<file path="src/rtl/stt_pkg.sv">
// Shared constants, types and helper functions for the session time table.
`timescale 1ns / 1ps

package stt_pkg;

    // Table geometry.
    localparam int SLOTS = 16;
    localparam int IDX_W = $clog2(SLOTS);
    localparam int CNT_W = $clog2(SLOTS + 1);

    // Field widths of one transaction.
    localparam int OP_W      = 2;
    localparam int WEEK_W    = 6;
    localparam int WEEKDAY_W = 3;
    localparam int HOUR_W    = 5;
    localparam int MINUTE_W  = 6;
    localparam int KEY_W     = WEEK_W + WEEKDAY_W + HOUR_W + MINUTE_W;
    localparam int STATUS_W  = 2;
    localparam int OUT_CNT_W = 5;

    // Packed stream widths, rounded up to whole bytes.
    localparam int IN_BITS   = OP_W + KEY_W;
    localparam int IN_DATA_W = ((IN_BITS + 7) / 8) * 8;
    localparam int OUT_BITS  = STATUS_W + 2 * OUT_CNT_W;
    localparam int OUT_DATA_W = ((OUT_BITS + 7) / 8) * 8;

    // Day numbering starts at Monday.
    localparam logic [WEEKDAY_W-1:0] LUNDI = WEEKDAY_W'(1);

    // Operation codes.
    localparam logic [OP_W-1:0] OP_INSERT = 2'd0;
    localparam logic [OP_W-1:0] OP_REMOVE = 2'd1;
    localparam logic [OP_W-1:0] OP_COUNT  = 2'd2;
    localparam logic [OP_W-1:0] OP_NONE   = 2'd3;

    // Status codes.
    localparam logic [STATUS_W-1:0] ST_DONE      = 2'd0;
    localparam logic [STATUS_W-1:0] ST_NOT_FOUND = 2'd1;
    localparam logic [STATUS_W-1:0] ST_FULL      = 2'd2;

    // Largest count that fits the result fields.
    localparam logic [OUT_CNT_W-1:0] COUNT_MAX = '1;

    typedef logic [KEY_W-1:0] t_key;

    // Result of one key comparison from the shared compare unit.
    typedef struct packed {
        logic eq;   // stored key equals query key
        logic gt;   // stored key is strictly later than query key
    } t_cmp_res;

    // Saturate an internal count to the width of the result fields.
    function automatic logic [OUT_CNT_W-1:0] sat_cnt(input logic [CNT_W-1:0] n);
        logic [CNT_W+OUT_CNT_W-1:0] ext;
        ext = (CNT_W + OUT_CNT_W)'(n);
        if (ext > (CNT_W + OUT_CNT_W)'(COUNT_MAX)) begin
            return COUNT_MAX;
        end
        return ext[OUT_CNT_W-1:0];
    endfunction

endpackage

</file>
<file path="src/rtl/session_time_table.sv">
// Top level of the session time table: sequencer, valid bits and result register.
//
// Usage: each input transaction on the s_axis side carries one operation
// (insert, remove one equal key, or count stored keys strictly later than
// the key) together with a week/weekday/hour/minute key. Each one produces
// exactly one result transaction on the m_axis side with a status, the
// later-key count (count operation only) and the entry count afterward.
// Operation: the sequencer walks the slots in order through the key RAM,
// one slot per cycle behind a registered read. A count, a failed insert or
// a failed remove shows its result only after the scan has evaluated the
// last of the SLOTS slots; a successful insert or remove that uses slot k
// shows it as soon as the scan has evaluated slot k. The unused op code
// answers without a scan. One transaction is processed at a time: the
// input is ready again in the cycle after the result is taken.
// Reset clears all valid bits and the entry count at once; the table is
// empty and ready in the first cycle after reset. If the receiver stalls,
// the result is held on m_axis and no new input is accepted until it is
// taken.
`timescale 1ns / 1ps

module session_time_table (
    input  logic                             i_clk,
    input  logic                             i_rst_n,
    // Input stream.
    input  logic                             i_s_axis_tvalid,
    output logic                             o_s_axis_tready,
    // tdata, low bit up: op[1:0], week[7:2], weekday[10:8], hour[15:11],
    // minute[21:16], zero fill[23:22].
    input  logic [stt_pkg::IN_DATA_W-1:0]    i_s_axis_tdata,
    // Result stream.
    output logic                             o_m_axis_tvalid,
    input  logic                             i_m_axis_tready,
    // tdata, low bit up: status[1:0], later_count[6:2], entry_count[11:7],
    // zero fill[15:12].
    output logic [stt_pkg::OUT_DATA_W-1:0]   o_m_axis_tdata
);

    localparam logic [1:0] S_IDLE = 2'd0;
    localparam logic [1:0] S_SCAN = 2'd1;
    localparam logic [1:0] S_OUT  = 2'd2;

    localparam logic [stt_pkg::IDX_W-1:0] LAST_IDX = stt_pkg::IDX_W'(stt_pkg::SLOTS - 1);

    logic [1:0]                       r_state,      n_state;
    logic [stt_pkg::OP_W-1:0]         r_op,         n_op;
    stt_pkg::t_key                    r_key,        n_key;
    logic [stt_pkg::IDX_W-1:0]        r_idx,        n_idx;
    logic                             r_rd_more,    n_rd_more;
    logic                             r_cmp_vld,    n_cmp_vld;
    logic [stt_pkg::IDX_W-1:0]        r_cmp_idx,    n_cmp_idx;
    logic [stt_pkg::CNT_W-1:0]        r_later,      n_later;
    logic [stt_pkg::CNT_W-1:0]        r_entry,      n_entry;
    logic [stt_pkg::SLOTS-1:0]        r_valid,      n_valid;
    logic [stt_pkg::STATUS_W-1:0]     r_out_status, n_out_status;
    logic [stt_pkg::OUT_CNT_W-1:0]    r_out_later,  n_out_later;
    logic [stt_pkg::OUT_CNT_W-1:0]    r_out_entry,  n_out_entry;

    logic                             in_acc;
    logic [stt_pkg::OP_W-1:0]         in_op;
    stt_pkg::t_key                    in_key;
    logic                             ram_we;
    logic                             ram_re;
    stt_pkg::t_key                    ram_rdata;
    stt_pkg::t_cmp_res                cmp_res;
    logic                             slot_v;
    logic                             slot_last;
    logic [stt_pkg::CNT_W-1:0]        later_sum;

    // Unpack the input transaction.
    assign in_acc = i_s_axis_tvalid && o_s_axis_tready;
    assign in_op  = i_s_axis_tdata[1:0];
    assign in_key = {i_s_axis_tdata[7:2], i_s_axis_tdata[10:8],
                     i_s_axis_tdata[15:11], i_s_axis_tdata[21:16]};

    // Key storage, read one slot per cycle during the scan.
    assign ram_re = (r_state == S_SCAN) && r_rd_more;

    stt_ram #(
        .WIDTH (stt_pkg::KEY_W),
        .DEPTH (stt_pkg::SLOTS)
    ) u_ram (
        .i_clk   (i_clk),
        .i_we    (ram_we),
        .i_waddr (r_cmp_idx),
        .i_wdata (r_key),
        .i_re    (ram_re),
        .i_raddr (r_idx),
        .o_rdata (ram_rdata)
    );

    // Shared compare unit sees the slot whose key has just been read.
    stt_cmp u_cmp (
        .i_query  (r_key),
        .i_stored (ram_rdata),
        .o_res    (cmp_res)
    );

    assign slot_v    = r_valid[r_cmp_idx];
    assign slot_last = (r_cmp_idx == LAST_IDX);
    assign later_sum = r_later + stt_pkg::CNT_W'(slot_v && cmp_res.gt);

    // Sequencer: accept, scan the slots (skipped for the unused op code), then hold the result.
    always_comb begin
        n_state      = r_state;
        n_op         = r_op;
        n_key        = r_key;
        n_idx        = r_idx;
        n_rd_more    = r_rd_more;
        n_cmp_vld    = r_cmp_vld;
        n_cmp_idx    = r_cmp_idx;
        n_later      = r_later;
        n_entry      = r_entry;
        n_valid      = r_valid;
        n_out_status = r_out_status;
        n_out_later  = r_out_later;
        n_out_entry  = r_out_entry;
        ram_we       = 1'b0;

        case (r_state)
            S_IDLE: begin
                if (in_acc) begin
                    n_op      = in_op;
                    n_key     = in_key;
                    n_idx     = '0;
                    n_rd_more = 1'b1;
                    n_cmp_vld = 1'b0;
                    n_later   = '0;
                    if (in_op == stt_pkg::OP_NONE) begin
                        n_out_status = stt_pkg::ST_DONE;
                        n_out_later  = '0;
                        n_out_entry  = stt_pkg::sat_cnt(r_entry);
                        n_state      = S_OUT;
                    end else begin
                        n_state = S_SCAN;
                    end
                end
            end

            S_SCAN: begin
                // Issue the next slot read.
                n_cmp_vld = r_rd_more;
                n_cmp_idx = r_idx;
                if (r_rd_more) begin
                    if (r_idx == LAST_IDX) begin
                        n_rd_more = 1'b0;
                    end else begin
                        n_idx = r_idx + 1'b1;
                    end
                end

                // Evaluate the slot read in the previous cycle.
                if (r_cmp_vld) begin
                    case (r_op)
                        stt_pkg::OP_INSERT: begin
                            if (!slot_v) begin
                                ram_we             = 1'b1;
                                n_valid[r_cmp_idx] = 1'b1;
                                n_entry            = r_entry + 1'b1;
                                n_out_status       = stt_pkg::ST_DONE;
                                n_out_later        = '0;
                                n_out_entry        = stt_pkg::sat_cnt(r_entry + 1'b1);
                                n_state            = S_OUT;
                            end else if (slot_last) begin
                                n_out_status = stt_pkg::ST_FULL;
                                n_out_later  = '0;
                                n_out_entry  = stt_pkg::sat_cnt(r_entry);
                                n_state      = S_OUT;
                            end
                        end
                        stt_pkg::OP_REMOVE: begin
                            if (slot_v && cmp_res.eq) begin
                                n_valid[r_cmp_idx] = 1'b0;
                                n_entry            = r_entry - 1'b1;
                                n_out_status       = stt_pkg::ST_DONE;
                                n_out_later        = '0;
                                n_out_entry        = stt_pkg::sat_cnt(r_entry - 1'b1);
                                n_state            = S_OUT;
                            end else if (slot_last) begin
                                n_out_status = stt_pkg::ST_NOT_FOUND;
                                n_out_later  = '0;
                                n_out_entry  = stt_pkg::sat_cnt(r_entry);
                                n_state      = S_OUT;
                            end
                        end
                        default: begin
                            // Count of stored keys strictly later than the query.
                            n_later = later_sum;
                            if (slot_last) begin
                                n_out_status = stt_pkg::ST_DONE;
                                n_out_later  = stt_pkg::sat_cnt(later_sum);
                                n_out_entry  = stt_pkg::sat_cnt(r_entry);
                                n_state      = S_OUT;
                            end
                        end
                    endcase
                end
            end

            S_OUT: begin
                if (i_m_axis_tready) begin
                    n_state = S_IDLE;
                end
            end

            default: begin
                n_state = S_IDLE;
            end
        endcase
    end

    // Control state with reset.
    always_ff @(posedge i_clk) begin
        if (!i_rst_n) begin
            r_state <= S_IDLE;
            r_entry <= '0;
            r_valid <= '0;
        end else begin
            r_state <= n_state;
            r_entry <= n_entry;
            r_valid <= n_valid;
        end
    end

    // Working and result registers.
    always_ff @(posedge i_clk) begin
        r_op         <= n_op;
        r_key        <= n_key;
        r_idx        <= n_idx;
        r_rd_more    <= n_rd_more;
        r_cmp_vld    <= n_cmp_vld;
        r_cmp_idx    <= n_cmp_idx;
        r_later      <= n_later;
        r_out_status <= n_out_status;
        r_out_later  <= n_out_later;
        r_out_entry  <= n_out_entry;
    end

    // Port outputs.
    assign o_s_axis_tready = (r_state == S_IDLE);
    assign o_m_axis_tvalid = (r_state == S_OUT);
    assign o_m_axis_tdata  = stt_pkg::OUT_DATA_W'({r_out_entry, r_out_later, r_out_status});

endmodule

</file>
<file path="src/rtl/stt_ram.sv">
// Generic single-write, single-read RAM with registered read data.
`timescale 1ns / 1ps

module stt_ram #(
    parameter int WIDTH = 8,
    parameter int DEPTH = 16
) (
    input  logic                     i_clk,
    input  logic                     i_we,
    input  logic [$clog2(DEPTH)-1:0] i_waddr,
    input  logic [WIDTH-1:0]         i_wdata,
    input  logic                     i_re,
    input  logic [$clog2(DEPTH)-1:0] i_raddr,
    output logic [WIDTH-1:0]         o_rdata
);

    logic [WIDTH-1:0] r_mem [DEPTH];
    logic [WIDTH-1:0] r_rdata;

    // Write port and registered read port.
    always_ff @(posedge i_clk) begin
        if (i_we) begin
            r_mem[i_waddr] <= i_wdata;
        end
        if (i_re) begin
            r_rdata <= r_mem[i_raddr];
        end
    end

    assign o_rdata = r_rdata;

endmodule

</file>
<file path="src/rtl/stt_cmp.sv">
// Shared key compare unit: one equality and one magnitude test per cycle.
`timescale 1ns / 1ps

module stt_cmp (
    input  stt_pkg::t_key     i_query,
    input  stt_pkg::t_key     i_stored,
    output stt_pkg::t_cmp_res o_res
);

    // The packed key puts week in the top bits, so an unsigned compare of
    // the whole word gives the lexicographic order of the four fields.
    always_comb begin
        o_res.eq = (i_stored == i_query);
        o_res.gt = (i_stored > i_query);
    end

endmodule

</file>
<file path="config.mk">
export PLATFORM = sky130hd
export DESIGN_NAME = session_time_table
export DESIGN_NICKNAME = d
export VERILOG_FILES = /design/src/rtl/stt_pkg.sv /design/src/rtl/session_time_table.sv /design/src/rtl/stt_ram.sv /design/src/rtl/stt_cmp.sv
export SDC_FILE = /design/constraint.sdc
export NUM_CORES = 1
export LEC_CHECK = 0
export BUFFER_PORTS_ARGS = -buffer_cell sky130_fd_sc_hd__buf_2
export CORE_ASPECT_RATIO = 1.1
export CORE_UTILIZATION = 37
export CTS_BUF_LIST = sky130_fd_sc_hd__clkbuf_8 sky130_fd_sc_hd__clkbuf_16
export DETAILED_ROUTE_END_ITERATION = 7
export PLACE_DENSITY = 0.5
export REMOVE_ABC_BUFFERS = 1
export SLEW_MARGIN = 25
export SYNTH_ARGS = -nofsm -noshare
export SYNTH_HDL_FRONTEND = slang
export SYNTH_HIERARCHICAL = 1
export SYNTH_SLANG_ARGS = --single-unit
</file>
<file path="constraint.sdc">
create_clock -name i_clk -period 5.82 [get_ports i_clk]
set_input_delay 0.873 -clock i_clk [delete_from_list [all_inputs] [get_ports i_clk]]
set_output_delay 0.873 -clock i_clk [all_outputs]
set_load 0.05 [all_outputs]
</file>
== Word-level counts from Yosys, hierarchy flattened ==
Memory sizes are Yosys's and may differ from the RTL's. A register that Yosys moved wholly into a read port is not among the register bits.
Index checks and enable logic that the tools add are counted.

* Logic and storage cells: 128
* Bits in writable memories: 320
* Register bits after elaboration: 72
* Output and inout port bits: 18
* Memories kept: 1
* Bits of input ports: 28

{| class="wikitable"
|+ Memory list
! name !! depth !! bits a word !! rd ports !! clocked after memory_dff !! wr ports !! RTL line !! text
|-
| u_ram.r_mem || 16 || 20 || 1 || 1 || 1 || stt_ram.sv:17 || <nowiki>logic [WIDTH-1:0] r_mem [DEPTH];</nowiki>
|}

* Bitwise logic cells: 3
* Multiplexer cells: 66
* Reduce and logical (&&, ||, !) cells: 19
* Add/sub/neg operators: 4
* Order comparisons: 3
* Equality and inequality tests: 19

{| class="wikitable"
|+ Operators with widths
! operator !! count
|-
| 5-bit two-way mux || 18
|-
| 5-bit case mux with 2 select lines || 6
|-
| 16-bit two-way mux || 2
|-
| 16-bit case mux with 2 select lines || 1
|-
| 2-bit two-way mux || 15
|-
| 20-bit == test || 1
|-
| 20-bit > comparator || 1
|-
| 16-bit bitwise AND || 1
|-
| 16-bit inverter || 1
|-
| 16-bit OR || 1
|-
| 1-bit two-way mux || 12
|-
| 4-bit two-way mux || 3
|-
| 2-bit inequality test (second input constant) || 6
|-
| 2-bit case mux with 2 select lines || 3
|-
| 4-bit AND reduction || 3
|-
| 5-bit AND reduction || 2
|-
| 4-bit == test (second input constant) || 2
|-
| 4-bit inequality test (second input constant) || 2
|-
| 4-bit case mux with 2 select lines || 1
|-
| 7-bit AND reduction || 1
|-
| 2-bit by 1-bit inequality test with 1-bit output (second input constant) || 3
|-
| 2-bit case mux with 3 select lines || 1
|-
| 5-bit by 1-bit adder with 5-bit output || 1
|-
| 5-bit by 1-bit adder with 5-bit output (second input constant) || 1
|-
| 16 further kinds || 26
|}

== Depth between registers and ports, before layout ==
Gate-level depths: netlist of the first run.

* Word-level depth: 8
* Mapped depth: 14
* Depth with buffers taken out: 14

== By module ==
The synthesis of the first run kept the hierarchy.

{| class="wikitable"
|+ By module, submodules not included
! module !! seq. area each (um^2) !! cells each !! area an instance (um^2) !! times used
|-
| stt_ram || 10209.8 || 533 || 12731.0 || 1
|-
| session_time_table || 1931.9 || 299 || 3502.1 || 1
|-
| stt_cmp || 0.0 || 72 || 529.3 || 1
|}

== Least setup slack after synthesis of the first run ==
OpenSTA, ideal clock, no wires.

* Kind: register to register
* From: register r_cmp_idx[1] (netlist name)
* To: memory u_ram/r_mem[0][0] (netlist name) (enable)
* Setup time: 0.422 ns
* Slack: 1.482 ns
* Buffers on the path: 2
* Cell stages (with the launch flop): 9
* Clock period less this slack: 4.338 ns
* Data arrival time: 3.916 ns
* Required time: 5.398 ns
* Cell sequence: edfxtp_1 -> buf_6 -> mux4_2 -> mux2i_4 -> mux2i_4 -> buf_6 -> nor3_1 -> or3b_2 -> nor3_1

* Word-level cells in the longest chain between the ends: 8

{| class="wikitable"
|+ RTL lines
! item !! RTL line !! text
|-
| start, declared || session_time_table.sv:50 || <nowiki>logic [stt_pkg::IDX_W-1:0] r_cmp_idx, n_cmp_idx;</nowiki>
|-
| start signal, assigned || session_time_table.sv:231 || <nowiki>r_cmp_idx <= n_cmp_idx;</nowiki>
|-
| 1-bit binary-select mux with 4-bit select || session_time_table.sv:98 || <nowiki>assign slot_v = r_valid[r_cmp_idx];</nowiki>
|-
| 1-bit two-way mux (not written as such) || session_time_table.sv:98 ||
|-
| 1-bit two-way mux || session_time_table.sv:155 || <nowiki>if (!slot_v) begin</nowiki>
|-
| 1-bit two-way mux || session_time_table.sv:153 || <nowiki>case (r_op)</nowiki>
|-
| 1-bit two-way mux || session_time_table.sv:152 || <nowiki>if (r_cmp_vld) begin</nowiki>
|-
| 1-bit two-way mux || session_time_table.sv:119 || <nowiki>case (r_state)</nowiki>
|-
| net ram_we || session_time_table.sv:61 || <nowiki>logic ram_we;</nowiki>
|-
| 1-bit two-way mux || stt_ram.sv:22 || <nowiki>if (i_we) begin</nowiki>
|-
| 1-bit two-way mux (not written as such) || stt_ram.sv:23 || <nowiki>r_mem[i_waddr] <= i_wdata;</nowiki>
|-
| end, declared || stt_ram.sv:17 ||
|}

The timed path passes the listed nets, and every way through them passes these cells. The select of a mux whose other input is x is not followed.

== Worst setup path after layout of the first run ==
* From: register r_cmp_idx[1] (netlist name)
* To: memory u_ram/r_mem[14][15] (netlist name) (enable)

Same word-level chain as after synthesis.

==> out/results.ini, run 1 <==
[synth]
synth.area.top_cells = edfxtp_1 (70%), mux4_2 (8.7%), mux4_1 (3.0%)
synth_top_area_share = 0.697
synth.distinct_cells = 61
synth_area_per_cell_um2 = 18.5
yosysSeqAreaShare = 0.724
yosysTopAreaCell = edfxtp_1
yosysWarnings = 6
netlist_area_mm2 = 0.0168
syn_inst = 904
ys_seq_elements = 412
synth_enable_flop_cells = 389
ys.flop_type = edfxtp_1
async_reset_ff_frac = 0

[timing]
tightest_slew_ns = 1.04
finalCritPeriodShare = 0.742
finalHoldViolCount = 0
final-setup-viol-count = 0
rsz0062_at_grt = false
tns_ns = 0
fmax_mhz = 231
slew_headroom = 0.307
skew_ns = 0.0148
maxSlewViolCount = 0
fin_ws_ns = 1.50
finalWorstPathRequiredPeriod_ns = 4.32

[routing]
dr.pass1.iters = 4
via_count = 8459
wl_mm = 37.5
drt_iter0_drc = 524
avgViaCountPerCell = 5.36
post-route-drc-count = 0
antenna_left = 0
wl_per_cell_um = 23.8

[cells_and_area]
final_nets = 1021
syn2layout_area_growth_pct = 13.9
diodes = 0
layout_common_cells = edfxtp_1 (389), mux4_2 (65), clkbuf_16 (47)
drive_gt1_frac = 0.229
final_common_cell = edfxtp_1

[clock_tree]
cts_hold_buf = 0
root_buffer = clkbuf_16
clock_latency_ns = 0.57
clk_pin_slew_ns = 0.06
numCtsBuffers = 45
post_cts_buffers = 0
cts_tree = built
h-tree-depth = 2
ctsResizeCount = 0
cts_buffer_depth = 3
cts_sinks = 412

[critical_path]
crit_start = r_cmp_idx[1]
crit_chain = mux4_1 -> mux2i_4 -> mux2i_4 -> nor3_1 -> nand3_1 -> nor2_2 -> buf_4
cp_data_arrival_time_ns = 4.56
worstSetupStartpointType = flip-flop
r2r_slack_ns = 1.50
critPathMaxStageDelay_ns = 0.92
cp_slowest_cell = edfxtp_1
critPathMaxFanout = 20
required_ns = 6.06
cpMostUsedCell = mux2i_4
critPathBufInv = 1
crit_family = simple AND/OR/NAND/NOR gates
rr_startpoint = r_cmp_idx[1]
worstSetupPathType = reg -> reg
worst_setup_path_end_kind = flip-flop

[floorplan]
io_pins = 46
die_w_um = 205
coreArea_mm2 = 0.0446
dieHeight_um = 225
fp-row-count = 81
start_util = 0.376
die-area_mm2 = 0.0462

[pwr]
leakagePower_nw = 6.23
sw_frac_of_total = 0.249
seqPwrFrac = 0.491
intPower_w = 0.00541
ir_drop_mv = 0.185
power_switching_w = 0.00180
pwr-share-comb = 0.124
powerDensity_mw_per_mm2 = 377
power_frac_clock = 0.385

[place]
place_ws_ns = 1.54
port_buffers = 39
dp_hpwl_mm = 20.8
gp_congestion = 0.802

[outcome]
status = finished, final reports clean

[global_routing]
grt_pass1_vias = 8838
grt_antenna_before_repair = 0
grt_use_total = 0.168
grt_max_degree = 49
overflow = 0
grt_pass1_wl_mm = 55.9

[job]
drv_cap = 0

[worst_hold_path]
hold_path_class = reg -> reg

-- Yosys cell counts, drive strengths merged, types with 10 or more instances --
master,instances
a311oi,10
mux2i,12
nor2,40
a21oi,21
a22oi,40
nor3,15
edfxtp,389
and2,11
mux4,84
buf,23
nand4,10
nand3,12
clkbuf,27
inv,29
nand2,46
ha,25
dfxtp,23
-- sequential cells by signal (all words and copies together), names as in the netlist, named ones only --
| signal | count |
|---|---|
| r_out_status | 2 |
| r_op | 2 |
| r_entry | 5 |
| r_out_later | 5 |
| u_ram/o_rdata | 20 |
| r_idx | 4 |
| r_rd_more | 1 |
| r_later | 5 |
| r_out_entry | 5 |
| r_cmp_idx | 4 |
| r_state | 2 |
| r_key | 20 |
| r_cmp_vld | 1 |
| u_ram/r_mem | 320 |
-- layout make-up --
class | instances | area, µm²
flip-flops and latches | 412 | 12100
multi-input cells | 415 | 4310
repair buffers | 64 | 383
fillers | 3956 | 25500
clock inverters | 28 | 238
inverters | 30 | 113
well taps | 581 | 727
clock buffers | 47 | 1180
-- through the flow --
step	util	hold WS (ns)	power (W)	area (µm²)	instances
2_1_floorplan	-	0.430	0.00423	16500	857
3_3_place_gp	0.396	0.446	0.00451	17700	1502
3_5_place_dp	0.396	0.452	0.00451	17700	1502
4_1_cts	0.428	0.438	0.00731	19100	1577
5_1_grt	0.428	0.450	0.00749	19100	1577
6_report	0.428	0.457	0.00720	19100	1577
-- worst paths after layout --
| kind | endpoint | depth (start not counted) |
|---|---|---|
| setup / recovery | u_ram/r_mem[14][15] | 7 |
| hold / removal | flip-flop | 2 |
| setup reg to reg | u_ram/r_mem[14][15] | 7 |
| hold reg to reg | flip-flop | 2 |
-- logic make-up after synthesis --
group / share of synthesized area
flops: 0.724
simple gates: 0.0502
compound gates: 0.0466
mux: 0.128
buf+inv: 0.0240
fa+ha+maj: 0.0187
xor+xnor: 0.00836
other cells: 0.000224
-- worst register-to-register path, cell delays in order, from the launching register on --
cell and delay (ns):
edfxtp_1 0.92, mux4_1 0.70, mux2i_4 0.25, mux2i_4 0.19, nor3_1 0.47, nand3_1 0.32, nor2_2 0.70, buf_4 0.42
-- power groups by stage --
stage	combinational [W]	sequential (W)	clock [W]
2_1_floorplan	0.000566	0.00366	0
3_3_place_gp	0.000909	0.00360	0
3_5_place_dp	0.000910	0.00360	0
4_1_cts	0.000915	0.00354	0.00285
5_1_grt	0.000978	0.00356	0.00295
6_report	0.000891	0.00354	0.00277
-- routing by layer --
| metal | routed length (µm) | global-route usage |
|---|---|---|
| met1 | 16900 | 0.229 |
| met2 | 17800 | 0.265 |
| met3 | 1780 | 0.0296 |
| met4 | 1060 | 0.0671 |
| met5 | 0 | 0 |
(Power assumes the default switching activity.)
==> inputs of run 2 (changes only) <==
Settings changed: PLACE_DENSITY 0.5 to 0.52.
Clock period 5.82 ns to 3.7 ns, I/O delays scaled along.
==> out/results.ini, run 2 (synthesized netlist as in run 1, its figures left out) <==
[floorplan]
coreArea_mm2 = 0.0446  ; unchanged
io_pins = 46  ; unchanged
die-area_mm2 = 0.0462  ; unchanged
start_util = 0.376  ; unchanged
dieHeight_um = 225  ; unchanged
fp-row-count = 81  ; unchanged
die_w_um = 205  ; unchanged

[routing]
post-route-drc-count = 0  ; unchanged
antenna_left = 0  ; unchanged
dr.pass1.iters = 5  ; was 4
wl_mm = 37.8  ; was 37.5 mm
wl_per_cell_um = 23.2  ; was 23.8 µm
drt_iter0_drc = 570  ; was 524
avgViaCountPerCell = 5.25  ; was 5.36
via_count = 8566  ; was 8459

[cells_and_area]
final_nets = 1068  ; was 1021
regMostFlops = u_ram/r_mem  ; unchanged
drive_gt1_frac = 0.264  ; was 0.229
final_common_cell = edfxtp_1  ; unchanged
layout_common_cells = edfxtp_1 (389), mux4_2 (65), buf_4 (55)  ; was edfxtp_1 (389), mux4_2 (65), clkbuf_16 (47)
syn2layout_area_growth_pct = 17.1  ; was 13.9%
largest_reg_flops = 320  ; unchanged
fin_util = 0.440  ; was 0.428
fillerInstances = 3897  ; was 3956

[timing]
slew_headroom = 0.543  ; was 0.307
final-setup-viol-count = 0  ; unchanged
finalCritPeriodShare = 0.916  ; was 0.742
rsz0062_at_grt = false  ; unchanged
skew_ns = 0.0209  ; was 0.0148 ns
tightest_slew_ns = 0.685  ; was 1.04 ns
maxSlewViolCount = 0  ; unchanged
finalWorstPathRequiredPeriod_ns = 3.39  ; was 4.32 ns
tns_ns = 0  ; unchanged
finalHoldViolCount = 0  ; unchanged
fmax_mhz = 295  ; was 231 MHz

[global_routing]
met2_usage = 0.296  ; was 0.265
top_usage_layer = met2  ; unchanged
grt_antenna_before_repair = 0  ; unchanged
gr-usage-met3 = 0.0254  ; was 0.0296
met1_usage = 0.218  ; was 0.229
grt_max_degree = 31  ; was 49
overflow = 0  ; unchanged
grt_pass1_vias = 8778  ; was 8838
grt_pass1_wl_mm = 56.5  ; was 55.9 mm
grt_use_total = 0.168  ; about the same

[critical_path]
cp_data_arrival_time_ns = 3.68  ; was 4.56 ns
critPathMaxFanout = 7  ; was 20
required_ns = 3.99  ; was 6.06 ns
worst_setup_path_end_kind = flip-flop  ; unchanged
worstSetupStartpointType = flip-flop  ; unchanged
worstSetupPathType = reg -> reg  ; unchanged

[pwr]
power_switching_w = 0.00284  ; was 0.00180 W
power_frac_clock = 0.374  ; was 0.385
powerDensity_mw_per_mm2 = 579  ; was 377 mW/mm²
ir_drop_mv = 0.382  ; was 0.185 mV
seqPwrFrac = 0.482  ; was 0.491
intPower_w = 0.00854  ; was 0.00541 W
leakagePower_nw = 6.53  ; was 6.23 nW
pwr-share-comb = 0.143  ; was 0.124
sw_frac_of_total = 0.250  ; was 0.249

[place]
gp_congestion = 0.757  ; was 0.802
dp_hpwl_mm = 22.7  ; was 20.8 mm
port_buffers = 39  ; unchanged

[job]
drv_cap = 0  ; unchanged

[clock_tree]
ctsResizeCount = 0  ; unchanged
cts_buffer_depth = 3  ; unchanged
cts_tree = built  ; unchanged
h-tree-depth = 2  ; unchanged
clk_pin_slew_ns = 0.06  ; about the same
cts_sinks = 412  ; unchanged
root_buffer = clkbuf_16  ; unchanged
clock_latency_ns = 0.55  ; was 0.57 ns
numCtsBuffers = 44  ; was 45
post_cts_buffers = 0  ; unchanged
cts_hold_buf = 0  ; unchanged

[worst_hold_path]
hold_path_class = in -> reg  ; was reg -> reg

[outcome]
status = finished, final reports clean  ; unchanged

run 2: worst paths after layout:
kind                            slack, ns              to  cells after the start          startpoint
worst max-delay path                 0.31  r_out_entry[4]                     13           r_key[14]
worst min-delay path                 0.17        r_key[7]                      1  i_s_axis_tdata[12]
worst max register to register       0.31  r_out_entry[4]                     13           r_key[14]
worst min register to register       0.46       flip-flop                      2           flip-flop
run 2: cell type report:
cell class,instances,area [µm²],share of cell area
Inverter,30,113,0.00574
Sequential cell,412,12100,0.618
Multi-Input combinational cell,415,4290,0.218
Clock buffer,45,1130,0.0574
Timing Repair Buffer,112,963,0.0491
Antenna cell,1,2.50,0.000127
Clock inverter,35,274,0.0140
Tap cell,581,727,0.0370
run 2: critical path, cell delays in order (launching register included):
cell,delay [ns]
edfxtp_1,0.46
inv_1,0.07
ha_1,0.31
nand4_2,0.21
nor4_2,0.36
inv_1,0.09
nor3_2,0.23
buf_4,0.19
nand2_1,0.11
nor3_1,0.16
mux2_4,0.23
nor2_2,0.06
and3_1,0.26
a221o_1,0.38
run 2: power groups by stage:
stage | Clock [W] | Combinational [W] | Sequential, W
after global placement | 0 | 0.00162 | 0.00560
final | 0.00426 | 0.00163 | 0.00549
after floorplan | 0 | 0.000891 | 0.00576
after CTS | 0.00436 | 0.00167 | 0.00549
after detailed placement | 0 | 0.00166 | 0.00559
after global routing | 0.00454 | 0.00177 | 0.00551
run 2: through the flow:
stage / total power, W / hold slack, ns / cells / worst slack [ns] / instance area [µm²]
floorplan: 0.00665 / 0.430 / 857 / -0.656 / 16500
global placement: 0.00723 / 0.451 / 1549 / 0.375 / 18200
detailed placement: 0.00725 / 0.458 / 1550 / 0.322 / 18200
CTS: 0.0115 / 0.151 / 1630 / 0.292 / 19600
global route: 0.0118 / 0.148 / 1630 / 0.0213 / 19600
finish: 0.0114 / 0.175 / 1631 / 0.309 / 19600
run 2: per-layer routing:
| layer | up-vias | wire, µm |
|---|---|---|
| met5 | - | 0 |
| met4 | 0 | 700 |
| met3 | 50 | 1530 |
| met2 | 187 | 19500 |
| met1 | 4435 | 16100 |
| li1 | 3894 | - |
